## src/hw/rtl/fqc_pkg.sv

```systemverilog
// Package for the clamped Q15 FIR filter.
// Holds the command and status structs between controller and datapath, and fixed widths.
// No dependencies.
package fqc_pkg;

  localparam int SAMPLE_W = 12;
  localparam int COEF_W   = 16;
  localparam int INDEX_W  = 6;
  localparam int PROD_W   = COEF_W + SAMPLE_W + 1;
  localparam int ACC_W    = 36;
  localparam int Q_SHIFT  = 15;
  localparam logic [SAMPLE_W-1:0] OUT_MAX = 12'd4095;

  localparam logic KIND_SAMPLE = 1'b0;
  localparam logic KIND_COEF   = 1'b1;

  typedef struct packed {
    logic take;
    logic issue;
    logic finish;
    logic load_out;
  } cmd_t;

  typedef struct packed {
    logic kind_coef;
    logic enable;
    logic tap_last;
    logic pipe_busy;
    logic out_free;
  } sts_t;

endpackage

```

## src/hw/rtl/fir_filter_q15_clamped.sv

```systemverilog
// Top level of the clamped Q15 FIR filter.
// Joins the fqc_ctrl controller and the fqc_datapath datapath; depends on fqc_pkg.
//
// A direct-form FIR with TAPS signed Q15 coefficients over unsigned 12-bit samples.
// Each input item is either a sample or a coefficient write. A coefficient write
// gives no result; a write to a tap at or beyond TAPS is dropped. With the enable
// bit (cfg_data) clear, a sample comes back unchanged through the result and output
// registers and the delay line stays as it was. With the enable bit set, a sample
// runs through the single shared multiply-accumulate that visits one tap per cycle
// through the coefficient and delay line memories, followed by a two-stage pipeline
// drain. The exact sum is shifted right by 15 and clamped to 0..4095. One item is
// processed at a time; a finished result waits in the output register without
// stopping intake of the next item. Configuration is always ready and should only
// be written while the block is idle.
module fir_filter_q15_clamped #(
  parameter int TAPS = 64
) (
  input  logic                                clk,
  input  logic                                rst,
  input  logic                                cfg_valid,
  output logic                                cfg_ready,
  input  logic                                cfg_data,
  input  logic                                in_valid,
  output logic                                in_ready,
  input  logic                                kind,
  input  logic [fqc_pkg::SAMPLE_W-1:0]        sample,
  input  logic [fqc_pkg::INDEX_W-1:0]         coef_index,
  input  logic signed [fqc_pkg::COEF_W-1:0]   coef_value,
  output logic                                out_valid,
  input  logic                                out_ready,
  output logic [fqc_pkg::SAMPLE_W-1:0]        filtered
);

  fqc_pkg::cmd_t cmd;
  fqc_pkg::sts_t sts;

  assign cfg_ready = 1'b1;

  fqc_ctrl u_ctrl (
    .clk      (clk),
    .rst      (rst),
    .in_valid (in_valid),
    .in_ready (in_ready),
    .sts      (sts),
    .cmd      (cmd)
  );

  fqc_datapath #(
    .TAPS (TAPS)
  ) u_datapath (
    .clk        (clk),
    .rst        (rst),
    .cfg_valid  (cfg_valid),
    .cfg_data   (cfg_data),
    .kind       (kind),
    .sample     (sample),
    .coef_index (coef_index),
    .coef_value (coef_value),
    .out_valid  (out_valid),
    .out_ready  (out_ready),
    .filtered   (filtered),
    .cmd        (cmd),
    .sts        (sts)
  );

endmodule

```

## src/hw/rtl/fqc_ctrl.sv

```systemverilog
// Controller state machine of the clamped Q15 FIR filter.
// Sequences item intake, the tap loop, pipeline drain and result hand-off.
// Depends on fqc_pkg.
module fqc_ctrl (
  input  logic          clk,
  input  logic          rst,
  input  logic          in_valid,
  output logic          in_ready,
  input  fqc_pkg::sts_t sts,
  output fqc_pkg::cmd_t cmd
);

  typedef enum logic [3:0] {
    S_IDLE  = 4'b0001,
    S_RUN   = 4'b0010,
    S_DRAIN = 4'b0100,
    S_OUT   = 4'b1000
  } state_t;

  state_t state;
  state_t state_next;

  always_comb begin
    state_next   = state;
    cmd          = '0;
    in_ready     = 1'b0;
    case (state)
      S_IDLE: begin
        in_ready = 1'b1;
        if (in_valid) begin
          cmd.take = 1'b1;
          if (sts.kind_coef) begin
            state_next = S_IDLE;
          end else if (sts.enable) begin
            state_next = S_RUN;
          end else begin
            state_next = S_OUT;
          end
        end
      end
      S_RUN: begin
        cmd.issue = 1'b1;
        if (sts.tap_last) begin
          state_next = S_DRAIN;
        end
      end
      S_DRAIN: begin
        if (!sts.pipe_busy) begin
          cmd.finish = 1'b1;
          state_next = S_OUT;
        end
      end
      S_OUT: begin
        if (sts.out_free) begin
          cmd.load_out = 1'b1;
          state_next   = S_IDLE;
        end
      end
      default: begin
        state_next = S_IDLE;
      end
    endcase
  end

  always_ff @(posedge clk) begin
    if (rst) begin
      state <= S_IDLE;
    end else begin
      state <= state_next;
    end
  end

  // A result is never written over one that has not been taken.
  a_load_free: assert property (@(posedge clk) disable iff (rst)
    cmd.load_out |-> sts.out_free)
    else $error("result loaded while output register occupied");

  // The last tap issue leads into the drain phase.
  a_run_to_drain: assert property (@(posedge clk) disable iff (rst)
    (state == S_RUN && sts.tap_last) |=> (state == S_DRAIN))
    else $error("tap loop did not end after the last tap");

endmodule

```

## src/hw/rtl/fqc_datapath.sv

```systemverilog
// Datapath of the clamped Q15 FIR filter: delay line and coefficient memories,
// the shared multiply-accumulate pipeline, clamping and the output register.
// Depends on fqc_pkg.
module fqc_datapath #(
  parameter int TAPS = 64
) (
  input  logic                                clk,
  input  logic                                rst,
  input  logic                                cfg_valid,
  input  logic                                cfg_data,
  input  logic                                kind,
  input  logic [fqc_pkg::SAMPLE_W-1:0]        sample,
  input  logic [fqc_pkg::INDEX_W-1:0]         coef_index,
  input  logic signed [fqc_pkg::COEF_W-1:0]   coef_value,
  output logic                                out_valid,
  input  logic                                out_ready,
  output logic [fqc_pkg::SAMPLE_W-1:0]        filtered,
  input  fqc_pkg::cmd_t                       cmd,
  output fqc_pkg::sts_t                       sts
);

  localparam int AW = $clog2(TAPS);

  logic                               enable;
  logic [AW-1:0]                      pos;
  logic [AW-1:0]                      pos_next;
  logic [AW-1:0]                      tap;
  logic [AW:0]                        slot_sum;
  logic [AW-1:0]                      slot;
  logic [AW-1:0]                      coef_wa;
  logic                               coef_we;
  logic                               dly_we;
  logic                               take_filter;
  logic                               take_bypass;

  logic [fqc_pkg::COEF_W-1:0]         coef_mem [TAPS];
  logic [fqc_pkg::SAMPLE_W-1:0]       dly_mem [TAPS];
  logic [TAPS-1:0]                    coef_vld;
  logic [TAPS-1:0]                    dly_vld;

  logic [fqc_pkg::COEF_W-1:0]         coef_rd;
  logic [fqc_pkg::SAMPLE_W-1:0]       dly_rd;
  logic                               coef_rv;
  logic                               dly_rv;
  logic                               rd_v;
  logic signed [fqc_pkg::COEF_W-1:0]  coef_eff;
  logic [fqc_pkg::SAMPLE_W-1:0]       dly_eff;
  logic signed [fqc_pkg::PROD_W-1:0]  prod;
  logic                               prod_v;
  logic signed [fqc_pkg::ACC_W-1:0]   acc;
  logic [fqc_pkg::ACC_W-2-fqc_pkg::Q_SHIFT:0] acc_q;
  logic [fqc_pkg::SAMPLE_W-1:0]       clamped;
  logic [fqc_pkg::SAMPLE_W-1:0]       res;

  assign take_filter = cmd.take && (kind == fqc_pkg::KIND_SAMPLE) && enable;
  assign take_bypass = cmd.take && (kind == fqc_pkg::KIND_SAMPLE) && !enable;
  assign coef_wa     = AW'(coef_index);
  assign coef_we     = cmd.take && (kind == fqc_pkg::KIND_COEF) && (32'(coef_index) < TAPS);
  assign dly_we      = take_filter;
  assign pos_next    = (pos == '0) ? AW'(TAPS - 1) : pos - AW'(1);

  assign slot_sum = {1'b0, pos} + {1'b0, tap};
  assign slot     = (slot_sum >= (AW + 1)'(TAPS)) ? AW'(slot_sum - (AW + 1)'(TAPS))
                                                   : slot_sum[AW-1:0];

  assign sts.kind_coef = (kind == fqc_pkg::KIND_COEF);
  assign sts.enable    = enable;
  assign sts.tap_last  = (tap == AW'(TAPS - 1));
  assign sts.pipe_busy = rd_v || prod_v;
  assign sts.out_free  = !out_valid || out_ready;

  always_ff @(posedge clk) begin
    if (rst) begin
      enable <= 1'b0;
    end else if (cfg_valid) begin
      enable <= cfg_data;
    end
  end

  always_ff @(posedge clk) begin
    if (rst) begin
      pos      <= '0;
      coef_vld <= '0;
      dly_vld  <= '0;
    end else begin
      if (dly_we) begin
        pos               <= pos_next;
        dly_vld[pos_next] <= 1'b1;
      end
      if (coef_we) begin
        coef_vld[coef_wa] <= 1'b1;
      end
    end
  end

  always_ff @(posedge clk) begin
    if (coef_we) begin
      coef_mem[coef_wa] <= coef_value;
    end
    if (dly_we) begin
      dly_mem[pos_next] <= sample;
    end
  end

  always_ff @(posedge clk) begin
    coef_rd <= coef_mem[tap];
    dly_rd  <= dly_mem[slot];
    coef_rv <= coef_vld[tap];
    dly_rv  <= dly_vld[slot];
  end

  always_ff @(posedge clk) begin
    if (take_filter) begin
      tap <= '0;
    end else if (cmd.issue) begin
      tap <= tap + AW'(1);
    end
  end

  assign coef_eff = coef_rv ? $signed(coef_rd) : '0;
  assign dly_eff  = dly_rv ? dly_rd : '0;

  always_ff @(posedge clk) begin
    if (rst) begin
      rd_v   <= 1'b0;
      prod_v <= 1'b0;
    end else begin
      rd_v   <= cmd.issue;
      prod_v <= rd_v;
    end
  end

  always_ff @(posedge clk) begin
    prod <= coef_eff * $signed({1'b0, dly_eff});
  end

  always_ff @(posedge clk) begin
    if (take_filter) begin
      acc <= '0;
    end else if (prod_v) begin
      acc <= acc + fqc_pkg::ACC_W'(prod);
    end
  end

  assign acc_q = acc[fqc_pkg::ACC_W-2:fqc_pkg::Q_SHIFT];

  always_comb begin
    if (acc[fqc_pkg::ACC_W-1]) begin
      clamped = '0;
    end else if (acc_q > ($bits(acc_q))'(fqc_pkg::OUT_MAX)) begin
      clamped = fqc_pkg::OUT_MAX;
    end else begin
      clamped = acc_q[fqc_pkg::SAMPLE_W-1:0];
    end
  end

  always_ff @(posedge clk) begin
    if (take_bypass) begin
      res <= sample;
    end else if (cmd.finish) begin
      res <= clamped;
    end
  end

  always_ff @(posedge clk) begin
    if (rst) begin
      out_valid <= 1'b0;
    end else if (cmd.load_out) begin
      out_valid <= 1'b1;
    end else if (out_ready) begin
      out_valid <= 1'b0;
    end
  end

  always_ff @(posedge clk) begin
    if (cmd.load_out) begin
      filtered <= res;
    end
  end

  // No new item is taken while products are still in flight.
  a_busy_no_take: assert property (@(posedge clk) disable iff (rst)
    sts.pipe_busy |-> !cmd.take)
    else $error("item taken while accumulation pipeline busy");

  // A filtered sample restarts the tap loop and moves the newest slot.
  a_filter_start: assert property (@(posedge clk) disable iff (rst)
    take_filter |=> (tap == '0) && (pos != $past(pos)))
    else $error("filter start did not reset tap loop or advance delay line");

endmodule

```

## config.mk

```make
export PLATFORM = sky130hd
export DESIGN_NAME = fir_filter_q15_clamped
export DESIGN_NICKNAME = d
export VERILOG_FILES = /design/src/hw/rtl/fqc_pkg.sv /design/src/hw/rtl/fir_filter_q15_clamped.sv /design/src/hw/rtl/fqc_ctrl.sv /design/src/hw/rtl/fqc_datapath.sv
export SDC_FILE = /design/constraint.sdc
export NUM_CORES = 2
export LEC_CHECK = 0
export BUFFER_PORTS_ARGS = -buffer_cell sky130_fd_sc_hd__buf_2
export CAP_MARGIN = 20
export CELL_PAD_IN_SITES_DETAIL_PLACEMENT = 1
export CELL_PAD_IN_SITES_GLOBAL_PLACEMENT = 1
export CORE_MARGIN = 2
export CORE_UTILIZATION = 55
export CTS_CLUSTER_SIZE = 25
export DETAILED_ROUTE_END_ITERATION = 10
export GPL_ROUTABILITY_DRIVEN = 0
export GPL_TIMING_DRIVEN = 0
export PLACE_DENSITY_LB_ADDON = 0.15
export SYNTH_ARGS = -nofsm -noshare
export SYNTH_HDL_FRONTEND = slang
export SYNTH_SLANG_ARGS = --single-unit
```

## constraint.sdc

```tcl
create_clock -name clk -period 6.6 [get_ports clk]
set_input_delay 0 -clock clk [delete_from_list [all_inputs] [get_ports clk]]
set_output_delay 0 -clock clk [all_outputs]
set_load 0.05 [all_outputs]
```

==> summary.md <==
| Metric | Value |
|---|---|
| Largest net degree at the start of global routing | `66` |
| Die Ht | `401 µm` |
| Number of buffers created by CTS | `201` |
| Final layout net count | `5,484` |
| Overall die area | `161,000 µm²` |
| Pre-antenna DRT Iters | `5` |
| Top FF cell, synth | `sky130_fd_sc_hd__edfxtp_1` |
| Fraction of the mapped netlist area in adder cells | `0.0572` |
| PnR worst setup slack | `0.402 ns` |
| Final Non-Filler Cells | `7,395` |
| Dpl cells | `6,965` |
| Tightest Hold Check Type | `input pin to register` |
| Cell breakdown of the critical path | `and2_1 > clkbuf_2 > nand2_1 > fa_1 > fa_1 > fa_1 > inv_1 > fa_1 > inv_1 > fa_1 > inv_1 > ha_1 > a21oi_1 > nand2_1 > o21ai_2 > o31ai_2 > o21a_1 > a211oi_1 > nor2b_1 > o21ai_1 > nand2b_1 > a211oi_1 > xnor2_1` |
| Detailed-route DRC error count | `0` |
| Total Routed Length | `238 mm` |
| Biggest fanout along the worst timing path | `10` |
| Leakage power | `33.4 nW` |
| Number of flops mapped to enable cells by yosys | `1,816` |
| Clock root cell | `sky130_fd_sc_hd__clkbuf_16` |
| Max Freq | `161 MHz` |
| Synth Net Count | `5,047` |
| Most numerous cell in the Yosys netlist | `sky130_fd_sc_hd__edfxtp_1` |
| Setup Skew | `0.0704 ns` |
| Clock transition at the registers of the reported paths | `0.06 ns` |
| WP data arrival | `6.91 ns` |
| Combinational family with the most area after synthesis | `multiplexers` |
| Overall Global Routing Usage | `0.299` |
| Port Buffer Count | `48` |
| Slowest cell on crit path | `sky130_fd_sc_hd__fa_1` |
| Die outline width | `401 µm` |
| Netlist cell types | `69` |
| Xor and xnor area share after synthesis | `0.00717` |
| Sinks on the clock net | `2,059` |
| Setup repair after global routing missed its margin | `false` |
| Setup crit start kind | `register` |
| Switching part of the total | `0.307` |
| Maximum root-to-sink buffer count | `3` |
| Max-Slew Margin vs Limit | `0.235` |
| Capturing element type of the critical path | `register` |
| Yosys top cell by area | `sky130_fd_sc_hd__edfxtp_1` |
| Most prevalent standard cell on the critical path | `sky130_fd_sc_hd__fa_1` |
| TritonCTS clock tree | `yes` |
| Worst VDD drop | `315 µV` |
| Run status | `complete, no violations` |
| Largest incremental delay on the critical path | `0.56 ns` |
| Number of antenna violations at the first check in global routing | `7` |
| Count of max-cap constraint violations | `0` |
| Placeable core area | `156,000 µm²` |
| Count of warnings emitted by yosys | `0` |
| Sequential share of the synthesized area | `0.684` |
| Layout cells sized above 1 | `0.244` |
| Accumulated negative setup slack | `0 ns` |
| Clock period minus final worst setup slack | `6.20 ns` |
| Proportion of register bits with asynchronous set or reset after synthesis | `0` |
| Total of flip-flops plus latches after synthesis | `2,059` |
| Post-synthesis instance total | `4,717` |
| Worst-skew pair later-pin latency | `0.85 ns` |
| Area share of the leading cell type in the synthesized netlist | `0.628` |
| Fraction of synthesized area in multiplexers | `0.165` |
| Synth Area in Compound Gates | `0.0212` |
| Period Utilization, post-route | `0.939` |
| Final antenna-violating net count | `0` |
| Total number of placement rows | `145` |
| Power per cell area | `369 nW/µm²` |
| Top area cells in the synthesized netlist | `sky130_fd_sc_hd__edfxtp_1, sky130_fd_sc_hd__mux4_2, sky130_fd_sc_hd__dfxtp_1, sky130_fd_sc_hd__fa_1, sky130_fd_sc_hd__nor2_1` |
| Buf+Inv Stages, Crit Path | `4` |
| Clock network fraction of design power | `0.316` |
| Worst slack, placed | `-0.376 ns` |
| Critical path start-end classification | `register to register` |
| Average vias per placed instance | `6.30` |
| Area growth, synth to finish | `14.3%` |
| Simple logic cell fraction of the synthesized area | `0.0422` |
| Logic gate share of total power | `0.284` |
| Number of vias after detailed routing | `46,600` |
| Family with the most delay on the worst path | `adder cells` |
| Starting density of the core | `0.555` |
| Fin. Hold Viols | `0` |
| List of most frequent post-synthesis cells | `sky130_fd_sc_hd__edfxtp_1, sky130_fd_sc_hd__mux4_2, sky130_fd_sc_hd__nor2_1` |
| Tightest Pin Transition | `1.15 ns` |
| Proportion of power drawn by flip-flops and latches | `0.400` |
| Final Setup Violations | `0` |
| Worst-case hold slack | `0.0731 ns` |
| Number of top-level pins | `56` |
| DRC marker count from the first detailed-route iteration | `4,957` |
| Post-Synthesis Mean Instance Area | `18.4 µm²` |
| Max-slew violation total from the final report | `0` |
| HPWL after detailed placement | `161 mm` |
| Internal | `25.4 mW` |
| Wire length of the first global-routing pass | `347 mm` |
| Deepest level of the CTS H-tree | `4` |
| Data required time of the worst path | `7.31 ns` |
| Post-synthesis instance area | `86,800 µm²` |
| Global-route congestion overflow total | `0` |
| Drt wl/cell | `32.2 µm` |
| Via count of the first global-routing pass | `49,300` |
| Net switching power figure | `11.2 mW` |
| Setup Fix Bufs, Post-CTS | `0` |
[tightest hold or removal path: cells and delay by family]
kind	cells	cell delay (ns)
AND/OR/NAND/NOR	2	0.54
buffers and inverters	1	0.16
[area by class of cell]
class,count,area [µm²]
Buffer,225,950
Clock buffer,260,5420
Antenna cell,4,10.0
Inverter,274,1030
Sequential cell,2059,59400
Tap cell,2058,2570
Multi-Input combinational cell,2158,25700
Timing Repair Buffer,235,2880
Fill cell,13200,57200
Clock inverter,122,1210
[logic make-up after synthesis]
family	Yosys count
xor+xnor	71
fa+ha+maj	289
other cells	1
compound gates	273
mux	660
buf+inv	500
flops	2059
simple gates	864
[flip-flops by register name, summed over array words and instances, names as in the netlist, 16 cells and up]
register             count
u_datapath.coef_mem   1024
u_datapath.dly_mem     768
u_datapath.coef_vld     64
u_datapath.dly_vld      64
u_datapath.acc          36
u_datapath.prod         29
u_datapath.coef_rd      16
[routing by layer]
layer  up-vias  track usage  part of all wire
met4         2        0.115             0.042
li1      19200            -                 -
met3       468       0.0514             0.073
met5         -            0          0.000050
met2      2177        0.496              0.50
met1     24700        0.401              0.39
[power groups by stage]
stage               Combinational [mW]  Clock (mW)  Sequential [mW]
global route                      10.8        12.1             14.7
CTS                               10.4        11.7             14.6
detailed placement                10.3           0             14.9
finish                            10.4        11.6             14.6
floorplan                         6.41           0             14.8
global placement                  10.0           0             14.9
[layout by cell type (no fill, tap or decap), types with 41 or more instances in the layout]
master	Yosys	routed
sky130_fd_sc_hd__edfxtp_1	1816	1816
sky130_fd_sc_hd__mux4_2	617	617
sky130_fd_sc_hd__nor2_1	524	438
sky130_fd_sc_hd__inv_1	274	274
sky130_fd_sc_hd__dfxtp_1	243	241
sky130_fd_sc_hd__clkbuf_16	0	204
sky130_fd_sc_hd__fa_1	180	179
sky130_fd_sc_hd__clkbuf_1	147	178
sky130_fd_sc_hd__nand2_1	174	170
sky130_fd_sc_hd__ha_1	109	109
sky130_fd_sc_hd__buf_2	49	99
sky130_fd_sc_hd__nor2_2	0	86
sky130_fd_sc_hd__a21oi_1	79	79
sky130_fd_sc_hd__buf_8	0	61
sky130_fd_sc_hd__clkinv_1	0	49
sky130_fd_sc_hd__xnor2_1	47	47
sky130_fd_sc_hd__o21ai_0	41	41
sky130_fd_sc_hd__mux2i_1	41	41
[what timing repair did]
item / 4_1_cts / 5_1_grt
hold buffers: 32 / 5
endpoints found under the hold margin: 1348 / 290
pin swaps: 0 / 0
gates resized for setup: 8 / 35
endpoints found under the setup margin: 6 / 5
[per-stage QoR]
stage               power (mW)  area, µm²   util
detailed placement        25.2      91900  0.588
floorplan                 21.2      86800      -
global placement          24.9      89600  0.573
CTS                       36.7      98900  0.632
global route              37.6      99100  0.634
finish                    36.6      99100  0.634
[path summary, 6_finish.rpt]
path	from	to	slack, ns	cells past startpoint
setup / recovery	u_datapath.dly_rv	u_datapath.prod[28]	0.40	23
setup reg to reg	u_datapath.dly_rv	u_datapath.prod[28]	0.40	23
hold / removal	coef_index[5]	u_datapath.coef_mem[61][2]	0.07	3
hold reg to reg	u_datapath.res[3]	u_datapath.filtered[3]	0.42	0
Power figures use the tool's default switching activity.
